### src/rtl/jsu_pkg.sv
// ----------------------------------------------------------------------------
// jsu_pkg
// Shared types, codes and helper functions of the JSON string unescaper.
// ----------------------------------------------------------------------------
package jsu_pkg;

  // Default depth of the queue between the scanner and the serialiser.
  localparam int unsigned QUEUE_DEPTH_DEF = 4;

  // Result kinds.
  typedef enum logic [1:0] {
    KIND_DATA    = 2'd0,
    KIND_END     = 2'd1,
    KIND_MISSING = 2'd2,
    KIND_BADLOW  = 2'd3
  } kind_t;

  // Scanner modes, one-hot.
  typedef enum logic [6:0] {
    MODE_PLAIN   = 7'b0000001,
    MODE_ESC     = 7'b0000010,
    MODE_HEX     = 7'b0000100,
    MODE_NEED_BS = 7'b0001000,
    MODE_NEED_U  = 7'b0010000,
    MODE_HEX2    = 7'b0100000,
    MODE_DISCARD = 7'b1000000
  } mode_t;

  // Characters the scanner looks for.
  localparam logic [7:0] CH_QUOTE  = 8'h22;
  localparam logic [7:0] CH_BSLASH = 8'h5C;
  localparam logic [7:0] CH_U      = 8'h75;
  localparam logic [7:0] CH_N      = 8'h6E;
  localparam logic [7:0] CH_R      = 8'h72;
  localparam logic [7:0] CH_T      = 8'h74;
  localparam logic [7:0] CH_F      = 8'h66;
  localparam logic [7:0] CH_B      = 8'h62;

  // One result item.
  typedef struct packed {
    logic [7:0] data;
    kind_t      kind;
  } entry_t;

  // All results caused by one input byte: one to four entries.
  typedef struct packed {
    entry_t [3:0] entries;
    logic   [1:0] cnt_m1;   // number of entries minus one
  } packet_t;

  // Push request from the scanner into the queue.
  typedef struct packed {
    logic    vld;
    packet_t pkt;
  } push_t;

  function automatic logic [3:0] nibble_of(input logic [7:0] c);
    logic [3:0] v;
    v = 4'd0;
    if (c >= 8'h30 && c <= 8'h39) v = 4'(c - 8'h30);
    else if (c >= 8'h61 && c <= 8'h66) v = 4'(c - 8'h61 + 8'd10);
    else if (c >= 8'h41 && c <= 8'h46) v = 4'(c - 8'h41 + 8'd10);
    return v;
  endfunction

  function automatic packet_t byte_pkt(input logic [7:0] b);
    packet_t p;
    p = '0;
    p.entries[0].data = b;
    p.entries[0].kind = KIND_DATA;
    p.cnt_m1 = 2'd0;
    return p;
  endfunction

  function automatic packet_t kind_pkt(input kind_t k);
    packet_t p;
    p = '0;
    p.entries[0].kind = k;
    p.cnt_m1 = 2'd0;
    return p;
  endfunction

  function automatic packet_t missing_end_pkt();
    packet_t p;
    p = '0;
    p.entries[0].kind = KIND_MISSING;
    p.entries[1].kind = KIND_END;
    p.cnt_m1 = 2'd1;
    return p;
  endfunction

  // UTF-8 encoding of a code point of up to 21 bits.
  function automatic packet_t utf8_pkt(input logic [20:0] cp);
    packet_t p;
    p = '0;
    p.entries[0].kind = KIND_DATA;
    p.entries[1].kind = KIND_DATA;
    p.entries[2].kind = KIND_DATA;
    p.entries[3].kind = KIND_DATA;
    if (cp <= 21'h7F) begin
      p.entries[0].data = cp[7:0];
      p.cnt_m1 = 2'd0;
    end else if (cp <= 21'h7FF) begin
      p.entries[0].data = {3'b110, cp[10:6]};
      p.entries[1].data = {2'b10, cp[5:0]};
      p.cnt_m1 = 2'd1;
    end else if (cp <= 21'hFFFF) begin
      p.entries[0].data = {4'b1110, cp[15:12]};
      p.entries[1].data = {2'b10, cp[11:6]};
      p.entries[2].data = {2'b10, cp[5:0]};
      p.cnt_m1 = 2'd2;
    end else begin
      p.entries[0].data = {5'b11110, cp[20:18]};
      p.entries[1].data = {2'b10, cp[17:12]};
      p.entries[2].data = {2'b10, cp[11:6]};
      p.entries[3].data = {2'b10, cp[5:0]};
      p.cnt_m1 = 2'd3;
    end
    return p;
  endfunction

endpackage

### src/rtl/jsu_queue.sv
// ----------------------------------------------------------------------------
// jsu_queue
// Short packet queue between the scanner and the serialiser.
// ----------------------------------------------------------------------------
module jsu_queue
  import jsu_pkg::*;
#(
  parameter int unsigned DEPTH = QUEUE_DEPTH_DEF
) (
  input  logic    clk,
  input  logic    rst_n,
  input  push_t   push,
  input  logic    pop,
  output logic    full,
  output logic    head_vld,
  output packet_t head
);

  localparam int unsigned PW = (DEPTH > 1) ? $clog2(DEPTH) : 1;
  localparam int unsigned CW = $clog2(DEPTH + 1);
  localparam logic [PW-1:0] LAST_PTR = PW'(DEPTH - 1);

  packet_t       store [DEPTH];
  logic [PW-1:0] wr_ptr_r, rd_ptr_r;
  logic [CW-1:0] count_r;
  logic          do_push, do_pop;

  assign full     = (count_r == CW'(DEPTH));
  assign head_vld = (count_r != '0);
  assign head     = store[rd_ptr_r];
  assign do_push  = push.vld && !full;
  assign do_pop   = pop && head_vld;

  always_ff @(posedge clk) begin
    if (do_push) store[wr_ptr_r] <= push.pkt;
  end

  always_ff @(posedge clk) begin
    if (!rst_n) begin
      wr_ptr_r <= '0;
      rd_ptr_r <= '0;
      count_r  <= '0;
    end else begin
      if (do_push) wr_ptr_r <= (wr_ptr_r == LAST_PTR) ? '0 : wr_ptr_r + 1'b1;
      if (do_pop)  rd_ptr_r <= (rd_ptr_r == LAST_PTR) ? '0 : rd_ptr_r + 1'b1;
      if (do_push && !do_pop) count_r <= count_r + 1'b1;
      else if (do_pop && !do_push) count_r <= count_r - 1'b1;
    end
  end

  a_no_overflow: assert property (@(posedge clk) disable iff (!rst_n)
    !(push.vld && full))
    else $error("packet pushed into a full queue");

  a_count_up: assert property (@(posedge clk) disable iff (!rst_n)
    (do_push && !do_pop) |=> (count_r == CW'($past(count_r) + 1'b1)))
    else $error("queue occupancy did not follow a push");

endmodule

### config.mk
export PLATFORM = sky130hd
export DESIGN_NAME = jsu_queue
export DESIGN_NICKNAME = d
export VERILOG_FILES = /design/src/rtl/jsu_pkg.sv /design/src/rtl/jsu_queue.sv
export SDC_FILE = /design/constraint.sdc
export NUM_CORES = 1
export LEC_CHECK = 0
export BUFFER_PORTS_ARGS = -buffer_cell sky130_fd_sc_hd__buf_2
export CORE_UTILIZATION = 57
export CTS_CLUSTER_SIZE = 20
export DETAILED_ROUTE_END_ITERATION = 10
export HOLD_SLACK_MARGIN = 0.05
export PLACE_DENSITY_LB_ADDON = 0.15
export SKIP_CTS_REPAIR_TIMING = 1
export SYNTH_ARGS = -nofsm -noshare
export SYNTH_HDL_FRONTEND = slang
export SYNTH_SLANG_ARGS = --single-unit
### constraint.sdc
create_clock -name clk -period 2.9 [get_ports clk]
set_input_delay 0.145 -clock clk [delete_from_list [all_inputs] [get_ports clk]]
set_output_delay 0.145 -clock clk [all_outputs]
set_load 0.01 [all_outputs]
==> impl_metrics.ini <==
[outcome]
run_status = completed

[place]
placed_cells = 496
place.detailed.hpwl_mm = 6.17
place_area_mm2 = 0.00721
gp_congestion = 0.651
port_buffers = 89
place_worst_setup_slack_ns = 0.512

[synthesis]
ys_seq_elements = 177
avgSynthCellArea_um2 = 24.3
yosysUniqueCellTypes = 24
synth_nets = 324
yosys_warnings = 0
netlist_instances = 271
syn_area_mm2 = 0.00660
synthArstFlopShare_pct = 0
ys_seq_area_share_pct = 79.2
synth_flop_cell = edfxtp_1
synth_edf_count = 168

[global_routing]
grt_pass1_vias = 3094
grt_pass1_wl_mm = 16.3
grt_max_degree = 43
globalRouteTotalUtil_pct = 19.6
antenna_found_initial = 0
grt_overflow_total = 0

[finish]
stdcell_count = 570
final_cell_mix = edfxtp_1 (168), buf_2 (89), dlygate4sd3_1 (42), mux4_2 (40), clkbuf_16 (17)
drive_gt1_share_pct = 40.5
nets = 470
final_cell_area_mm2 = 0.00832
syn_to_final_growth_pct = 26.2
mostFrequentLayoutCell = edfxtp_1
diodes = 0

[setup_path]
arrival_ns = 2.79
r2r_cells = 8
cpMaxStageDelayCell = dfxtp_1
crit_type = flip-flop to flip-flop
end_kind = flip-flop
crit_required_ns = 3.24
reg2reg_from = count_r[0]
rr_endpoint = count_r[2]
crit_fanout = 7
startpoint_type = flip-flop
max_stage_delay_ns = 0.46
rrSetupSlack_ns = 0.45
path_cells = nor3b_2 -> nor2b_1 -> ha_1 -> inv_1 -> fa_1 -> xor2_1 -> or3_1 -> a21boi_0

[timing]
timing.final.crit_share_pct = 84.6
clock.fmax_mhz = 408
setup_violations = 0
period_minus_slack_ns = 2.45
slew_headroom_pct = 62.1
timing.final.hold_violations = 0
setup_ws_ns = 0.448
skew_ns = 0.00561
fin_tns_setup_ns = 0
rsz0062_at_grt = no
worst_slew_pin_slew_ns = 0.569
maxSlewViolCount = 0

[drt]
viasPerCell = 5.53
wl_mm = 11.0
ant_nets = 0
drt_iter0_markers = 155
vias = 3154
wl_per_cell_um = 19.3
dr.pass1.iters = 5
drc = 0

[cts]
path_clk_slew_ns = 0.06
clock_latency_ns = 0.42
h-tree-depth = 4
cts_buffers = 17
cts.sinks = 177
cts_buffer_depth = 2
root_buffer = clkbuf_16
tritoncts = yes

[power_and_ir_drop]
finalPower_w = 0.00735
p_sw_w = 0.00176
vdd_ir_drop_max_uv = 542
internal_power_w = 0.00559
comb_power_share_pct = 19.7
leakage_nw = 2.90
sequentialPowerShare_pct = 44.9
powerDensity_mw_per_mm2 = 884
p_clk_share_pct = 35.4
switching_share_pct = 23.9

[die]
die_w_um = 110
io_pins = 90
die_h_um = 110
core_mm2 = 0.0111
rows = 38
die_area_mm2 = 0.0120
initial_core_util_pct = 59.5

[hold_path]
hold_path_class = input pin to flip-flop
hold_end = wr_ptr_r[0]
whs_path_depth = 3
worstHoldStart = rst_n

[flow_run]
cap_violations = 0
-- through the flow --
step	hold WS, ns	utilization, %
after floorplan	0.244	-
after global placement	0.355	65.1
after detailed placement	0.361	65.1
after CTS	-0.0802	71.3
after global routing	0.0748	75.1
final	0.0671	75.1
-- power by group through the flow --
stage / registers, W / logic (W) / clock network (W)
floorplan: 0.00323 / 0.00109 / 0
global placement: 0.00334 / 0.00141 / 0
detailed placement: 0.00336 / 0.00142 / 0
CTS: 0.00332 / 0.00143 / 0.00264
global route: 0.00335 / 0.00159 / 0.00274
finish: 0.00330 / 0.00145 / 0.00260
-- cells in the mapped netlist, types with 3 or more instances --
cell type	instances	area share [%]
and2_1	5	0.47
o21ai_0	3	0.23
mux2i_1	3	0.46
edfxtp_1	168	76
nand2_1	6	0.34
ha_1	6	1.1
dfxtp_1	9	2.7
inv_1	3	0.17
buf_12	4	1.2
mux4_2	40	14
buf_2	5	0.38
-- sequential cells by signal (all words and copies together), names as in the netlist, named ones only --
name,flops
store,168
wr_ptr_r,2
rd_ptr_r,2
count_r,3
-- worst max-delay path by stage --
| stage | from | to | cells past startpoint | slack [ns] |
|---|---|---|---|---|
| finish | count_r[0] | count_r[2] | 8 | 0.45 |
| global route | count_r[0] | count_r[2] | 8 | 0.26 |
| CTS | count_r[0] | count_r[2] | 8 | 0.43 |
| detailed placement | count_r[0] | count_r[2] | 8 | 0.51 |
| global placement | count_r[0] | count_r[2] | 8 | 0.65 |
| floorplan | count_r[0] | store[0][0] | 4 | 0.69 |
-- area by class of cell --
type	count	area, µm²
Sequential cell	177	5230
Fill cell	606	2760
Multi-Input combinational cell	79	1240
Timing Repair Buffer	139	976
Clock buffer	18	429
Clock inverter	14	260
Tap cell	140	175
Inverter	3	11.3
-- worst max-delay path: cells and delay by family (launching register included) --
family	cells	cell delay, ns
DFF	1	0.46
xor gates and xnor gates	1	0.19
AOI/OAI and AO/OA	1	0.17
buffers and inverters	1	0.07
adders and majority gates	2	0.66
and+or+nand+nor	3	0.83
-- per-layer routing --
metal	routed length [µm]	track usage [%]	share of wire [%]
met4	142	8.00	1.3
met3	601	6.16	5.5
met1	4490	23.9	41
met2	5760	32.8	52
met5	0	0	0
-- logic make-up (layout without fill, tap and decap cells) --
| family | count (synthesis) | after routing | synth area share [%] |
|---|---|---|---|
| DFF | 177 | 177 | 79.2 |
| and+or+nand+nor | 20 | 20 | 1.65 |
| muxes | 45 | 45 | 14.9 |
| AOI/OAI and AO/OA | 5 | 5 | 0.455 |
| adders and majority gates | 7 | 7 | 1.44 |
| xor gates and xnor gates | 2 | 2 | 0.266 |
| buffers and inverters | 15 | 174 | 2.05 |
(Power assumes the default switching activity.)
