### src/rtl/jsu_pkg.sv
// ----------------------------------------------------------------------------
// jsu_pkg
// Shared types, codes and helper functions of the JSON string unescaper.
// ----------------------------------------------------------------------------
package jsu_pkg;

  // Default depth of the queue between the scanner and the serialiser.
  localparam int unsigned QUEUE_DEPTH_DEF = 4;

  // Result kinds.
  typedef enum logic [1:0] {
    KIND_DATA    = 2'd0,
    KIND_END     = 2'd1,
    KIND_MISSING = 2'd2,
    KIND_BADLOW  = 2'd3
  } kind_t;

  // Scanner modes, one-hot.
  typedef enum logic [6:0] {
    MODE_PLAIN   = 7'b0000001,
    MODE_ESC     = 7'b0000010,
    MODE_HEX     = 7'b0000100,
    MODE_NEED_BS = 7'b0001000,
    MODE_NEED_U  = 7'b0010000,
    MODE_HEX2    = 7'b0100000,
    MODE_DISCARD = 7'b1000000
  } mode_t;

  // Characters the scanner looks for.
  localparam logic [7:0] CH_QUOTE  = 8'h22;
  localparam logic [7:0] CH_BSLASH = 8'h5C;
  localparam logic [7:0] CH_U      = 8'h75;
  localparam logic [7:0] CH_N      = 8'h6E;
  localparam logic [7:0] CH_R      = 8'h72;
  localparam logic [7:0] CH_T      = 8'h74;
  localparam logic [7:0] CH_F      = 8'h66;
  localparam logic [7:0] CH_B      = 8'h62;

  // One result item.
  typedef struct packed {
    logic [7:0] data;
    kind_t      kind;
  } entry_t;

  // All results caused by one input byte: one to four entries.
  typedef struct packed {
    entry_t [3:0] entries;
    logic   [1:0] cnt_m1;   // number of entries minus one
  } packet_t;

  // Push request from the scanner into the queue.
  typedef struct packed {
    logic    vld;
    packet_t pkt;
  } push_t;

  function automatic logic [3:0] nibble_of(input logic [7:0] c);
    logic [3:0] v;
    v = 4'd0;
    if (c >= 8'h30 && c <= 8'h39) v = 4'(c - 8'h30);
    else if (c >= 8'h61 && c <= 8'h66) v = 4'(c - 8'h61 + 8'd10);
    else if (c >= 8'h41 && c <= 8'h46) v = 4'(c - 8'h41 + 8'd10);
    return v;
  endfunction

  function automatic packet_t byte_pkt(input logic [7:0] b);
    packet_t p;
    p = '0;
    p.entries[0].data = b;
    p.entries[0].kind = KIND_DATA;
    p.cnt_m1 = 2'd0;
    return p;
  endfunction

  function automatic packet_t kind_pkt(input kind_t k);
    packet_t p;
    p = '0;
    p.entries[0].kind = k;
    p.cnt_m1 = 2'd0;
    return p;
  endfunction

  function automatic packet_t missing_end_pkt();
    packet_t p;
    p = '0;
    p.entries[0].kind = KIND_MISSING;
    p.entries[1].kind = KIND_END;
    p.cnt_m1 = 2'd1;
    return p;
  endfunction

  // UTF-8 encoding of a code point of up to 21 bits.
  function automatic packet_t utf8_pkt(input logic [20:0] cp);
    packet_t p;
    p = '0;
    p.entries[0].kind = KIND_DATA;
    p.entries[1].kind = KIND_DATA;
    p.entries[2].kind = KIND_DATA;
    p.entries[3].kind = KIND_DATA;
    if (cp <= 21'h7F) begin
      p.entries[0].data = cp[7:0];
      p.cnt_m1 = 2'd0;
    end else if (cp <= 21'h7FF) begin
      p.entries[0].data = {3'b110, cp[10:6]};
      p.entries[1].data = {2'b10, cp[5:0]};
      p.cnt_m1 = 2'd1;
    end else if (cp <= 21'hFFFF) begin
      p.entries[0].data = {4'b1110, cp[15:12]};
      p.entries[1].data = {2'b10, cp[11:6]};
      p.entries[2].data = {2'b10, cp[5:0]};
      p.cnt_m1 = 2'd2;
    end else begin
      p.entries[0].data = {5'b11110, cp[20:18]};
      p.entries[1].data = {2'b10, cp[17:12]};
      p.entries[2].data = {2'b10, cp[11:6]};
      p.entries[3].data = {2'b10, cp[5:0]};
      p.cnt_m1 = 2'd3;
    end
    return p;
  endfunction

endpackage

### src/rtl/jsu_in_if.sv
// ----------------------------------------------------------------------------
// jsu_in_if
// Input channel: one raw string body byte per transaction.
// ----------------------------------------------------------------------------
interface jsu_in_if;
  logic       valid;
  logic       ready;
  logic [7:0] in_byte;

  modport source (output valid, output in_byte, input ready);
  modport sink   (input valid, input in_byte, output ready);
endinterface

### src/rtl/jsu_front.sv
// ----------------------------------------------------------------------------
// jsu_front
// Scanner: accepts input bytes, tracks the escape state and builds the
// packet of results that each byte causes.
// ----------------------------------------------------------------------------
module jsu_front
  import jsu_pkg::*;
(
  input  logic   clk,
  input  logic   rst_n,
  jsu_in_if.sink in_ch,
  input  logic   q_full,
  output push_t  push
);

  localparam logic [5:0] HIGH_TAG = 6'b110110;  // D800..DBFF
  localparam logic [5:0] LOW_TAG  = 6'b110111;  // DC00..DFFF
  localparam logic [20:0] SUPP_BASE = 21'h10000;

  mode_t       mode_r, mode_nxt;
  logic [15:0] acc_r, acc_nxt;
  logic [1:0]  dig_r, dig_nxt;
  logic [9:0]  hs_r, hs_nxt;
  logic [15:0] acc_shift;
  logic [7:0]  b;
  logic        accept;
  logic        emit;
  packet_t     pkt;

  assign in_ch.ready = !q_full;
  assign accept      = in_ch.valid && in_ch.ready;
  assign b           = in_ch.in_byte;
  assign acc_shift   = {acc_r[11:0], nibble_of(b)};

  always_comb begin
    mode_nxt = mode_r;
    acc_nxt  = acc_r;
    dig_nxt  = dig_r;
    hs_nxt   = hs_r;
    emit     = 1'b0;
    pkt      = '0;
    unique case (mode_r)
      MODE_ESC: begin
        mode_nxt = MODE_PLAIN;
        emit     = 1'b1;
        if (b == CH_N) pkt = byte_pkt(8'h0A);
        else if (b == CH_R) pkt = byte_pkt(8'h0D);
        else if (b == CH_T) pkt = byte_pkt(8'h09);
        else if (b == CH_F) pkt = byte_pkt(8'h0C);
        else if (b == CH_B) pkt = byte_pkt(8'h08);
        else if (b == CH_U) begin
          emit     = 1'b0;
          mode_nxt = MODE_HEX;
          acc_nxt  = '0;
          dig_nxt  = '0;
        end else pkt = byte_pkt(b);
      end
      MODE_HEX, MODE_HEX2: begin
        acc_nxt = acc_shift;
        if (dig_r != 2'd3) begin
          dig_nxt = dig_r + 2'd1;
        end else begin
          dig_nxt = '0;
          emit    = 1'b1;
          if (mode_r == MODE_HEX) begin
            if (acc_shift[15:10] == HIGH_TAG) begin
              emit     = 1'b0;
              hs_nxt   = acc_shift[9:0];
              mode_nxt = MODE_NEED_BS;
            end else begin
              pkt      = utf8_pkt(21'(acc_shift));
              mode_nxt = MODE_PLAIN;
            end
          end else if (acc_shift[15:10] != LOW_TAG) begin
            pkt      = kind_pkt(KIND_BADLOW);
            mode_nxt = MODE_DISCARD;
          end else begin
            pkt      = utf8_pkt(21'({hs_r, acc_shift[9:0]}) + SUPP_BASE);
            mode_nxt = MODE_PLAIN;
          end
        end
      end
      MODE_NEED_BS: begin
        if (b == CH_BSLASH) begin
          mode_nxt = MODE_NEED_U;
        end else if (b == CH_QUOTE) begin
          emit     = 1'b1;
          pkt      = missing_end_pkt();
          mode_nxt = MODE_PLAIN;
        end else begin
          emit     = 1'b1;
          pkt      = kind_pkt(KIND_MISSING);
          mode_nxt = MODE_DISCARD;
        end
      end
      MODE_NEED_U: begin
        if (b == CH_U) begin
          mode_nxt = MODE_HEX2;
          acc_nxt  = '0;
          dig_nxt  = '0;
        end else begin
          emit     = 1'b1;
          pkt      = kind_pkt(KIND_MISSING);
          mode_nxt = MODE_DISCARD;
        end
      end
      MODE_DISCARD: begin
        if (b == CH_QUOTE) begin
          emit     = 1'b1;
          pkt      = kind_pkt(KIND_END);
          mode_nxt = MODE_PLAIN;
        end
      end
      default: begin
        // Plain text; any stray code behaves the same way.
        mode_nxt = MODE_PLAIN;
        if (b == CH_BSLASH) begin
          mode_nxt = MODE_ESC;
        end else if (b == CH_QUOTE) begin
          emit = 1'b1;
          pkt  = kind_pkt(KIND_END);
        end else begin
          emit = 1'b1;
          pkt  = byte_pkt(b);
        end
      end
    endcase
  end

  assign push.vld = accept && emit;
  assign push.pkt = pkt;

  always_ff @(posedge clk) begin
    if (!rst_n) begin
      mode_r <= MODE_PLAIN;
      acc_r  <= '0;
      dig_r  <= '0;
      hs_r   <= '0;
    end else if (accept) begin
      mode_r <= mode_nxt;
      acc_r  <= acc_nxt;
      dig_r  <= dig_nxt;
      hs_r   <= hs_nxt;
    end
  end

  // A partial hex group only exists while a hex group is being read.
  a_digits_in_hex: assert property (@(posedge clk) disable iff (!rst_n)
    (dig_r != 2'd0) |-> (mode_r == MODE_HEX || mode_r == MODE_HEX2))
    else $error("hex digit count set outside a hex group");

endmodule

### src/flat_wrapper.sv
// flat-port wrapper written by rule: the top's interface ports become plain ports
module jsu_front_flat import jsu_pkg::*;
  (clk, rst_n, q_full, push, in_ch_valid, in_ch_in_byte, in_ch_ready);
  jsu_in_if in_ch_i ();
  input  logic clk;
  input  logic rst_n;
  input  logic q_full;
  output push_t push;
  input wire logic [$bits(in_ch_i.valid)-1:0] in_ch_valid;
  input wire logic [$bits(in_ch_i.in_byte)-1:0] in_ch_in_byte;
  output wire logic [$bits(in_ch_i.ready)-1:0] in_ch_ready;
  assign in_ch_i.valid = in_ch_valid;
  assign in_ch_i.in_byte = in_ch_in_byte;
  assign in_ch_ready = in_ch_i.ready;
  jsu_front u_core (.clk(clk), .rst_n(rst_n), .in_ch(in_ch_i), .q_full(q_full), .push(push));
endmodule
### config.mk
export PLATFORM = sky130hd
export DESIGN_NAME = jsu_front_flat
export DESIGN_NICKNAME = d
export VERILOG_FILES = /design/src/rtl/jsu_pkg.sv /design/src/rtl/jsu_in_if.sv /design/src/rtl/jsu_front.sv /design/src/flat_wrapper.sv
export SDC_FILE = /design/constraint.sdc
export NUM_CORES = 1
export LEC_CHECK = 0
export BUFFER_PORTS_ARGS = -buffer_cell sky130_fd_sc_hd__buf_2
export CAP_MARGIN = 15
export CELL_PAD_IN_SITES_DETAIL_PLACEMENT = 0
export CELL_PAD_IN_SITES_GLOBAL_PLACEMENT = 2
export CORE_ASPECT_RATIO = 1.4
export CORE_MARGIN = 3
export CORE_UTILIZATION = 35
export DETAILED_ROUTE_END_ITERATION = 12
export PLACE_DENSITY_LB_ADDON = 0.1
export SYNTH_ARGS = -nofsm -noshare
export SYNTH_HDL_FRONTEND = slang
export SYNTH_SLANG_ARGS = --single-unit
### constraint.sdc
create_clock -name clk -period 14.1 [get_ports clk]
set_input_delay 4.23 -clock clk [delete_from_list [all_inputs] [get_ports clk]]
set_output_delay 4.23 -clock clk [all_outputs]
set_load 0.05 [all_outputs]
==> results, run 1 <==
- The run finished with clean final reports.
- The worst hold path begins at u_core.dig_r[1]$_SDFFE_PN0P_.
- Summed over all layers, the routed wires come to around 12 mm.
- The boundary pin count is 56.
- The die is ~120 um tall.
- Post-CTS timing repair inserted 0 buffers for setup.
- The capturing point of the worst reg2reg path is u_core.acc_r[1]$_SDFFE_PN0P_.
- Counting both buffers and inverters, the worst setup path holds a total of 3.
- In this run the deepest clock path goes through 2 buffers.
- For this design the ratio of total power to cell area is approximately 60 nW/um^2.
- The worst endpoint data arrival time is 7460 ps.
- The count of clock tree sinks is 31.
- The standard-cell row count is between 40 and 50.
- The net count reported at finish is around 520.
- The highest clock rate is ~86 MHz.
- The measured slew at the worst slew-check pin is around 1100 ps.
- Setup repair after global routing left no endpoint under its margin.
- Summing the sequential cell areas from Yosys gives around 18% of the chip area.
- The via total after detailed routing is about 3,700.
- The core region is around 9500 sq um.
- The detailed router finished its first iteration with 230 violations.
- The via count of the first global-routing pass is approximately 3,600.
- For this run, design rule violations remaining after detail routing come to 0.
- The first detailed-routing pass ran for 4 iterations.
- The worst endpoint required time is 9870 ps.
- On the worst path, the slowest cell contributes a delay of between 400 and 500 ps.
- The clock tree from TritonCTS is built.
- The worst hold margin is 472.6 ps.
- The Yosys warning count is 0.
- 0 antenna diodes ended up in the layout.
- The post-route non-filler standard cell count is 630.
- Setup violations remaining at the end of the flow were counted as 0.
- The synthesized netlist occupies a cell area of around 3400 sq um.
- Routability-driven placement finished with a final weighted congestion of between 0.8 and 0.9.
- CTS built an H-tree with a depth of 2.
- The count of input and output buffers is 47.
- Entering global routing, the biggest net connects 32 pins.
- Summing internal, switching and leakage power gives 0.2326 mW.
- The startpoint kind of the worst setup timing path is an input pin.
- In this run, distinct cell masters in the synthesized netlist total 85.
- The finished cells cover 3786 sq um.
- The worst hold path was traced through 2 stages.
- The final-report hold violation count is 0.
- The clock arrives with 4.116 ps of skew.
- Traced cell by cell, the critical path runs through buf_2 -> inv_1 -> ha_1 -> nor2_1 -> a211oi_4 -> a32o_2 -> and4b_1 -> mux2_4 -> o21ai_1 -> nand2_2 -> a2111oi_2 -> buf_2.
- The setup check on the worst reg-to-reg path leaves a slack of 10,990 ps.
- In this run the static leakage power is 1.352 nW.
- After clock tree synthesis, the repair step resized 0 gates.
- In the post-route analysis, the smallest setup slack over all paths is between 2000 and 2500 ps.
- The number of antenna violations at the first check in global routing is 0.
- On the critical path, the stage with the largest delay is an instance of sky130_fd_sc_hd__a32o_2.
- The number of cells produced by synthesis is between 400 and 500.
- The ratio of cells with drive above 1 in the final layout is between 10% and 20%.
- The maximum resistive drop on vdd is between 0.06 and 0.07 mV.
- For this configuration, the core starts out at a cell density of 36.23%.
- Detailed placement ended at an HPWL of approximately 9.5 mm.
- For the worst flop-to-flop path, the logic depth is 6.
- Using the TritonRoute via totals, the vias-per-cell ratio works out to 5.854.
- The tree is rooted in a sky130_fd_sc_hd__clkbuf_16.
- The residual antenna-violating net count after detailed routing is 0.
- The path type of the worst min-delay path is register to register.
- The first-pass GRT wire length is 19.38 mm.
- Dividing the detail-routed wire length by the instance count gives 19.60 um.
- The critical path's most frequent cell is sky130_fd_sc_hd__buf_2.
- The worst register-to-register path begins at u_core.mode_r[5]$_SDFFE_PN0P_.
- The final-report max-slew violation count is 0.
- For this run the aggregate overflow at the end of global routing stands at 0.
- The number of placed instances, taps included, is slightly above 600.
- The aggregate negative setup slack is 0 ps.
- The number of buffers added by the clock tree synthesis step is 5.
- The routed design could run at a clock period as short as 11,690 ps.
- In this run the tightest slew margin relative to its limit is 23.60%.
- The minimum setup slack after placement is approximately 2400 ps.
- After synthesis, the mean cell area works out to a little over 7 sq um.
- The fraction of registers with async set or reset after synthesis is 0%.
- The tool flagged a number of max-cap violations equal to 0.
- The worst setup path is captured at a primary output.
- The clock latency of the later-clocked register in the worst-skew pair is around 270 ps.
- The final core utilization is 39.81%.
- After clock tree synthesis, the flow added hold-fix buffers numbering 0.
- The number of enable flip-flop cells after synthesis is 0.
- The area enclosed by the die boundary is 11,090 sq um.
- The layout overhead on the synthesized area is 9.877%.
- The all-layer global routing usage is a little over a fifth.
- The post-route fraction of the period consumed by the critical path is approximately 83%.
- Once placement finished, the instance area stood at approximately 3600 sq um.
- The end point of the worst hold path is u_core.dig_r[1]$_SDFFE_PN0P_.
- The top fanout value on the critical path is 13.
- In this design, the largest share of critical-path delay is due to compound AO/OA/AOI/OAI gates.
- The die is 89.86 um wide.
- For this run, the leading register cell type out of synthesis is sky130_fd_sc_hd__dfxtp_1.
- The setup path with the least slack is of type input pin to primary output.
- Counting flops and latches in the post-synthesis netlist gives 31.
- The clock transition time at the flip-flop clock pins of the worst setup and hold paths is ~50 ps.
[layer usage]
metal | up-vias | track usage, % | routed length, um
met5 | - | 0 | 0
met4 | 0 | 5.172 | 244
met3 | 23 | 3.104 | 408
met2 | 84 | 42.00 | 6576
met1 | 1786 | 25.92 | 5118
li1 | 1795 | - | -
[synthesized netlist by cell type (all sizes together) (8+ instances only)]
master   n  area, sq um
nand3   30        155.1
nand2   73        276.5
nor3    17        101.4
a21oi   13        65.06
inv     11        41.29
nor2    49        186.4
dfxtp   31        620.6
nor4     8        50.05
a21boi  29        217.7
o21ai   21        105.1
buf     25        176.4
a221oi  10        93.84
a22oi    9        72.57
mux2i    8        92.59
clkbuf  19        71.32
[how the worst max path moves through the flow]
| stage | start | endpoint | cells past startpoint |
|---|---|---|---|
| floorplan | in_ch_in_byte[3] | push[4] | 9 |
| global placement | in_ch_in_byte[1] | push[14] | 12 |
| detailed placement | in_ch_in_byte[1] | push[14] | 12 |
| CTS | in_ch_in_byte[1] | push[14] | 12 |
| global route | in_ch_in_byte[1] | push[14] | 12 |
| finish | in_ch_in_byte[1] | push[14] | 12 |
[cell type report]
class                      instances  area, sq um
sequential                        31        620.6
tap                              132        165.2
multi-input combinational        399         2559
clock buffer                       8        156.4
inverter                          12        45.04
fill                            1044         5725
timing repair buffer              48        240.2
[sequential cells by signal (all words and copies together) (netlist names)]
name,flops
u_core.hs_r,10
u_core.acc_r,12
u_core.mode_r,7
u_core.dig_r,2
[cells by family (layout without fill, tap and decap cells)]
logic type,after synthesis,count (layout),synth area share (%)
AND/OR/NAND/NOR,236,236,35.62
AO/OA/AOI/OAI,134,134,30.57
buffers and inverters,56,68,8.496
flip-flops,31,31,18.01
multiplexers,11,11,3.885
adder cells (fa/ha/maj),7,7,2.542
XOR/XNOR,3,3,0.7627
other,1,8,0.1088
[power by group]
part	internal (mW)	leakage [nW]	total [mW]	switching (mW)
Sequential	0.0881	0.250	0.0887	0.000622
Combinational	0.00868	1.02	0.0332	0.0246
Clock	0.0750	0.0772	0.111	0.0357
Total	0.172	1.35	0.233	0.0609
[worst register-to-register path, stage by stage, from the launching register on]
cell	delay (ps)
sky130_fd_sc_hd__dfxtp_1	400
sky130_fd_sc_hd__or4_1	580
sky130_fd_sc_hd__nor4b_4	480
sky130_fd_sc_hd__o21ai_0	240
sky130_fd_sc_hd__a221oi_2	920
sky130_fd_sc_hd__nand3_1	210
sky130_fd_sc_hd__a21boi_0	210
[cell usage in the layout (no fill, tap or decap), drive strengths merged, types with 5 or more instances in the layout]
master and instances:
mux2i 8, a221oi 10, a21oi 13, nand3 30
a31oi 6, nor2 49, buf 47, nand2b 5
o21ai 21, and2 6, nor3 17, clkbuf 9
a21boi 29, nand4 7, dfxtp 31, a2111oi 6
o211ai 7, nand2 73, a22oi 9, nor2b 7
conb 8, nor4 8, a211oi 5, and3 6
inv 11, ha 7
Note: power is estimated with default switching activity, not from simulation.
==> run 2: changes to the inputs <==
- CORE_UTILIZATION: 35 -> 29
- clock period: 14.1 -> 10.4 ns (I/O delays scaled with it)
==> results, run 2 (synthesized netlist as in run 1, its figures left out) <==
- The startpoint kind of the worst setup timing path is an input pin.
- The layout overhead on the synthesized area is 11.11%.
- The worst endpoint data arrival time is about 6400 ps.
- Summing over every cut layer, the via total after detailed routing is around 3,700.
- Setup repair after global routing left no endpoint under its margin.
- The residual antenna-violating net count after detailed routing is 0.
- The register with the most flip-flops in the layout has 12 of them.
- The floorplan step defined a die boundary enclosing about 13,000 sq um.
- The wire length reported by the detailed router is around 13 mm.
- The critical-path cell with the highest stage delay is sky130_fd_sc_hd__a32o_2.
- After detailed routing, the number of vias per cell comes to roughly 5.8.
- In this run the worst path has a maximum fanout of 13.
- The critical path in this run is classified as input pin to primary output.
- The detailed router finished its first iteration with about 190 violations.
- The core region area is around 11,000 sq um.
- The largest registers in the layout are u_core.acc_r x12, u_core.hs_r x10, u_core.mode_r x7.
- The final-report hold violation count came to 0.
- The path type of the worst min-delay path is register to register.
- The worst stage delay on the critical path is roughly 470 ps.
- The detailed-placement wirelength estimate is approximately 10 mm.
- Counting flops per register, the top entry is u_core.acc_r.
- The final core utilization is 33.43%.
- The final-report max-slew violation count is 0.
- For this run, the top clock speed supported by timing is roughly 100 MHz.
- The measured slew at the worst slew-check pin is between 1000 and 1500 ps.
- The aggregate negative setup slack is 0 ps.
- The library cells used most frequently in the layout, excluding fill and tap cells, are sky130_fd_sc_hd__nand2_1 (72), sky130_fd_sc_hd__nor2_1 (48), sky130_fd_sc_hd__buf_2 (47).
- The clock tree synthesis step divided the H-tree into 2 levels.
- The total of fill cells in the finished design is 1,236.
- For this configuration, the core starts out at a cell density of 30.09%.
- The standby leakage power is roughly 1.4 nW.
- Post-CTS timing repair inserted 0 buffers for setup.
- The via count of the first global-routing pass is between 3,000 and 4,000.
- The worst setup path is captured at a primary output.
- Clock-pin slew was measured on the worst setup and hold paths at about 50 ps.
- Measured along the y axis, the die boundary spans about 130 um.
- Entering global routing, the biggest net connects 32 pins.
- The boundary pin count is between 50 and 60.
- Of the cells placed in the final design, the portion with a size suffix greater than 1 is approximately 18%.
- TritonCTS created 5 clock buffers.
- The tool flagged a number of max-cap violations equal to 0.
- The worst slew slack as a fraction of its limit is a little under a quarter.
- The clock tree from TritonCTS is built.
- Counting stages on the worst path, the most repeated cell is sky130_fd_sc_hd__buf_2.
- The all-layer global routing usage is 19.72%.
- Counting instances, the worst hold path has a depth of 2.
- Setup slack closes at 851.7 ps.
- The die is ~100 um wide.
- The signal on the critical path passes through buf_2 -> inv_1 -> ha_1 -> nor2_1 -> a211oi_4 -> a32o_2 -> and4b_1 -> mux2_4 -> o21ai_1 -> nand2_2 -> a2111oi_2 -> buf_2.
- Leaving out fill and tap cells, the most frequent cell in the layout is sky130_fd_sc_hd__nand2_1.
- The run finished with clean final reports.
- Once layout is done, the placed cells without fillers occupy between 3000 and 4000 sq um.
- The number of antenna violations at the first check in global routing is 0.
- The first global-routing pass estimated 20.74 mm of wire.
- The antenna cell count is 0.
- The global placer's final weighted congestion is 0.8617.
- The clock passes through at most 2 buffers.
- The cell chosen for the clock root is sky130_fd_sc_hd__clkbuf_16.
- The count of clock tree sinks is 31.
- The placed instances occupy a cell area of ~3700 sq um.
- Dividing the detail-routed wire length by the instance count gives approximately 21 um.
- After global routing the overflow that remains totals 0.
- The clock latency of the later-clocked register in the worst-skew pair is ~280 ps.
- At the end of the flow, the number of nets in the layout was ~520.
- The floorplan has 46 rows.
- The total of endpoints with negative setup slack in the final report is 0.
- The power per unit of standard cell area is ~90 nW/um^2.
- The total DRC errors in the routed layout is 0.
- The maximum resistive drop on vdd is 0.06688 mV.
- After the flow finishes, the layout carries non-filler instances totaling between 600 and 700.
- After clock tree synthesis, the flow added hold-fix buffers numbering 0.
- The number of resized instances in the post-cts repair step is 0.
- The maximum clock skew at final layout is 3.519 ps.
- The count of placed standard cells including taps is 635.
- The minimum setup slack after placement is about 900 ps.
- The count of input and output buffers is 47.
- Measured in cells, the most critical reg-to-reg path has a length of 6.
- Before antenna repair, the detailed router went through 5 iterations.
- The time the worst path needs with I/O delays and setup is between 9000 and 10,000 ps.
- The worst path uses between 90 and 100% of the clock period.
- The worst endpoint required time is ~7300 ps.
## run 2: cell count changes in the layout (fill, tap and decap cells not counted)
cell,delta
sky130_fd_sc_hd__buf_4,+2
sky130_fd_sc_hd__bufinv_16,+1
sky130_fd_sc_hd__clkbuf_1,-1
sky130_fd_sc_hd__clkbuf_2,-1
sky130_fd_sc_hd__clkbuf_8,-1
sky130_fd_sc_hd__clkinv_2,+1
## run 2: critical path: cells and delay by family
kind	cells	cell delay [ps]
buffers and inverters	3	590
adder cells (fa/ha/maj)	1	260
multiplexers	1	380
AO/OA/AOI/OAI	4	1350
AND/OR/NAND/NOR	3	700
## run 2: worst paths after layout
| path | start | end | slack [ps] |
|---|---|---|---|
| worst max register to register | u_core.mode_r[5]$_SDFFE_PN0P_ | u_core.acc_r[0]$_SDFFE_PN0P_ | 7210 |
| worst min register to register | u_core.dig_r[1]$_SDFFE_PN0P_ | u_core.dig_r[1]$_SDFFE_PN0P_ | 480 |
| worst min-delay path | u_core.dig_r[1]$_SDFFE_PN0P_ | u_core.dig_r[1]$_SDFFE_PN0P_ | 480 |
| worst max-delay path | in_ch_in_byte[1] | push[14] | 850 |
## run 2: stage by stage
step / power (mW) / hold slack [ps]
2_1_floorplan: 0.1591 / 444.7
3_3_place_gp: 0.1687 / 459.1
3_5_place_dp: 0.1684 / 476.3
4_1_cts: 0.3417 / 484.1
5_1_grt: 0.3510 / 495.9
6_report: 0.3395 / 476.6
## run 2: layout make-up
type,count,area (sq um),share of cell area (%)
repair buffers,49,250.2,6.536
flip-flops and latches,31,620.6,16.21
clock buffers,6,138.9,3.627
clock inverters,2,35.03,0.9150
multi-input cells,399,2559,66.83
inverters,12,45.04,1.176
well taps,144,180.2,4.706
## run 2: power by group
group          internal (mW)  switching [mW]  leakage (nW)
registers              0.119        0.000818         0.250
clock network          0.119          0.0544        0.0868
logic                 0.0119          0.0340          1.03
total                  0.250          0.0892          1.37
## run 2: metal layers
layer  vias to the layer above  wire length (um)  global-route usage [%]
li1                       1810                 -                       -
met1                      1786              5485                   23.21
met2                        87              7101                   37.16
met3                        18               415                   2.997
met4                         0               245                   4.619
met5                         -                 0                       0
==> run 3: changes to the inputs <==
- PLACE_DENSITY_LB_ADDON: 0.1 -> 0.3
- SLEW_MARGIN: default -> 20
==> results, run 3 (synthesized netlist as in run 1, its figures left out) <==
- The total DRC errors in the routed layout is 0.
- The logic depth of the worst register-to-register path is 6.
- The area enclosed by the die boundary is approximately 13,000 sq um.
- The largest registers in the layout are u_core.acc_r x12, u_core.hs_r x10, u_core.mode_r x7.
- The number of resized instances in the post-cts repair step is 0.
- In the final timing run, aggregate negative setup slack is 0 ps.
- The power per unit of standard cell area is around 84 nW/um^2.
- The finished layout holds approximately 640 standard cells, fillers aside.
- The global placer's final weighted congestion is 0.8667.
- Clock skew on the completed layout was measured at 7.322 ps.
- In this run, CTS created clock tree buffers numbering 5.
- The analysis attributes to cell leakage a power of around 1.4 nW.
- The critical path capture point type is a primary output.
- Entering global routing, the biggest net connects 32 pins.
- Buffers inserted to repair hold after CTS numbered 0.
- The number of violations reported at the end of detailed-routing iteration 0 is between 200 and 300.
- VDD sags by at most approximately 0.065 mV.
- The height of the die is ~130 um.
- The launch instance of the worst min-delay path is u_core.dig_r[1]$_SDFFE_PN0P_.
- The H-tree was split into 2 levels.
- The number of antenna violations at the first check in global routing is 0.
- The measured slew at the worst slew-check pin is around 1100 ps.
- The first TritonRoute pass finished after 5 iterations.
- The worst endpoint data arrival time is about 6500 ps.
- Detailed routing inserted a total of approximately 3,700 vias.
- The time the worst path needs with I/O delays and setup is between 9000 and 10,000 ps.
- The number of antenna diodes in the final layout is 0.
- The ratio of cells with drive above 1 in the final layout is ~18%.
- The count of nets left with antenna violations once routing finished came out at 0.
- The final-report max-slew violation count was 0.
- The standard-cell row count is 46.
- The final-report hold violation count is 0.
- The post-layout instance area is ~3800 sq um.
- The floorplan die width is between 90 and 100 um.
- The worst setup path is launched from an input pin.
- Wires add up to 12.90 mm.
- The detailed-placement wirelength estimate is around 10 mm.
- The number of setup buffers added after CTS is 0.
- The area growth from synthesis to layout is 10.38%.
- At the later pin of the worst-skew pair, clock insertion delay measures between 200 and 300 ps.
- The run finished with clean final reports.
- For this run, the total global-route usage over all layers was measured as about a fifth.
- Data on the critical path is required at its endpoint by about 7300 ps.
- The count of input and output buffers is between 40 and 50.
- The number of placed instances, taps included, is 634.
- The number of vias per cell after detailed routing is 5.833.
- After detailed placement, the total cell area comes to ~3600 sq um.
- The first-pass GRT wire length is ~20 mm.
- The maximum count of clock buffers along a single path is 2.
- In the layout the commonest cells are sky130_fd_sc_hd__nand2_1 (72), sky130_fd_sc_hd__nor2_1 (48), sky130_fd_sc_hd__buf_2 (47).
- The via count of the first global-routing pass is 3,674.
- In the final design database the tool counted around 520 nets.
- The cell chosen for the clock root is sky130_fd_sc_hd__clkbuf_16.
- For flop-to-flop paths, the worst setup slack is ~7300 ps.
- Based on the critical path, the design can be clocked at up to approximately 100 MHz.
- The total of endpoints with negative setup slack in the final report is 0.
- The path type of the worst min-delay path is register to register.
- Counting instances, the worst hold path has a depth of 2.
- The max-capacitance violation count is 0.
- The class of the most critical setup path is input pin to primary output.
- The flip-flop count of the largest register after layout is 12.
- The top fanout value on the critical path is 13.
- The count of clock tree sinks is 31.
- The initial utilization of the core area, before any placement, comes to a little under a third.
- The clock tree from TritonCTS is built.
- The core region area is ~11,000 sq um.
- More flip-flops sit in one register than any other, and that register is u_core.acc_r.
- Pin placement for this block handled 56 I/O pins.
- Dividing the final minimum period by the clock period gives between 90 and 100%.
- Measured against its own limit, the worst slew margin works out to between 20% and 30%.
- Leaving out fill and tap cells, the most frequent cell in the layout is sky130_fd_sc_hd__nand2_1.
- The capturing point of the worst reg2reg path is u_core.acc_r[1]$_SDFFE_PN0P_.
- The total overflow reported by the global router is 0.
- Clock-pin slew was measured on the worst setup and hold paths at roughly 50 ps.
- The path with the worst hold slack has its endpoint at u_core.dig_r[1]$_SDFFE_PN0P_.
- The worst register-to-register path begins at u_core.mode_r[5]$_SDFFE_PN0P_.
- In the final routed layout, each cell accounts on average for approximately 20 um.
- Setup repair after global routing left no endpoint under its margin.
==> run 3: final cells by class <==
cell class / count / area (sq um)
flip-flops and latches: 31 / 620.6
fillers: 1271 / 7650
repair buffers: 48 / 242.7
clock buffers: 8 / 156.4
multi-input cells: 399 / 2559
well taps: 144 / 180.2
inverters: 12 / 45.04
==> run 3: metal layers <==
metal  share of wire, %  track usage (%)  wire length [um]  up-vias
li1                   -                -                 -     1802
met1                 41            23.16              5279     1810
met2                 53            35.04              6775      113
met3                4.2            3.411               544       20
met4                2.3            5.620               303        0
met5                  0                0                 0        -
==> run 3: worst max-delay path: stages <==
cell and delay (ps):
sky130_fd_sc_hd__buf_2 150, sky130_fd_sc_hd__inv_1 120, sky130_fd_sc_hd__ha_1 330, sky130_fd_sc_hd__o21bai_1 110, sky130_fd_sc_hd__a21oi_1 340, sky130_fd_sc_hd__a32o_2 410
sky130_fd_sc_hd__and4b_1 350, sky130_fd_sc_hd__mux2_4 380, sky130_fd_sc_hd__o21ai_1 160, sky130_fd_sc_hd__nand2_2 260, sky130_fd_sc_hd__a2111oi_2 380, sky130_fd_sc_hd__buf_2 330
==> run 3: how the worst max path moves through the flow <==
stage,startpoint,end,cells after the start
after floorplan,in_ch_in_byte[3],push[4],9
after global placement,in_ch_in_byte[1],push[15],12
after CTS,in_ch_in_byte[1],push[14],12
after detailed placement,in_ch_in_byte[1],push[14],12
final,in_ch_in_byte[1],push[14],12
after global routing,in_ch_in_byte[1],push[14],12
==> run 3: power breakdown <==
| group | total, mW | switching, mW | internal, mW |
|---|---|---|---|
| Clock | 0.153 | 0.0514 | 0.102 |
| Combinational | 0.0458 | 0.0339 | 0.0119 |
| Sequential | 0.120 | 0.000861 | 0.119 |
==> run 3: metrics by stage <==
step | worst slack, ps | util [%] | power, mW | hold WS, ps
CTS | 819.3 | 33.21 | 0.3226 | 489.0
global placement | 1009 | 31.84 | 0.1684 | 460.1
global route | 532.2 | 33.21 | 0.3340 | 515.4
detailed placement | 832.9 | 31.84 | 0.1683 | 480.9
floorplan | 846.6 | - | 0.1591 | 444.7
finish | 823.1 | 33.21 | 0.3192 | 479.4
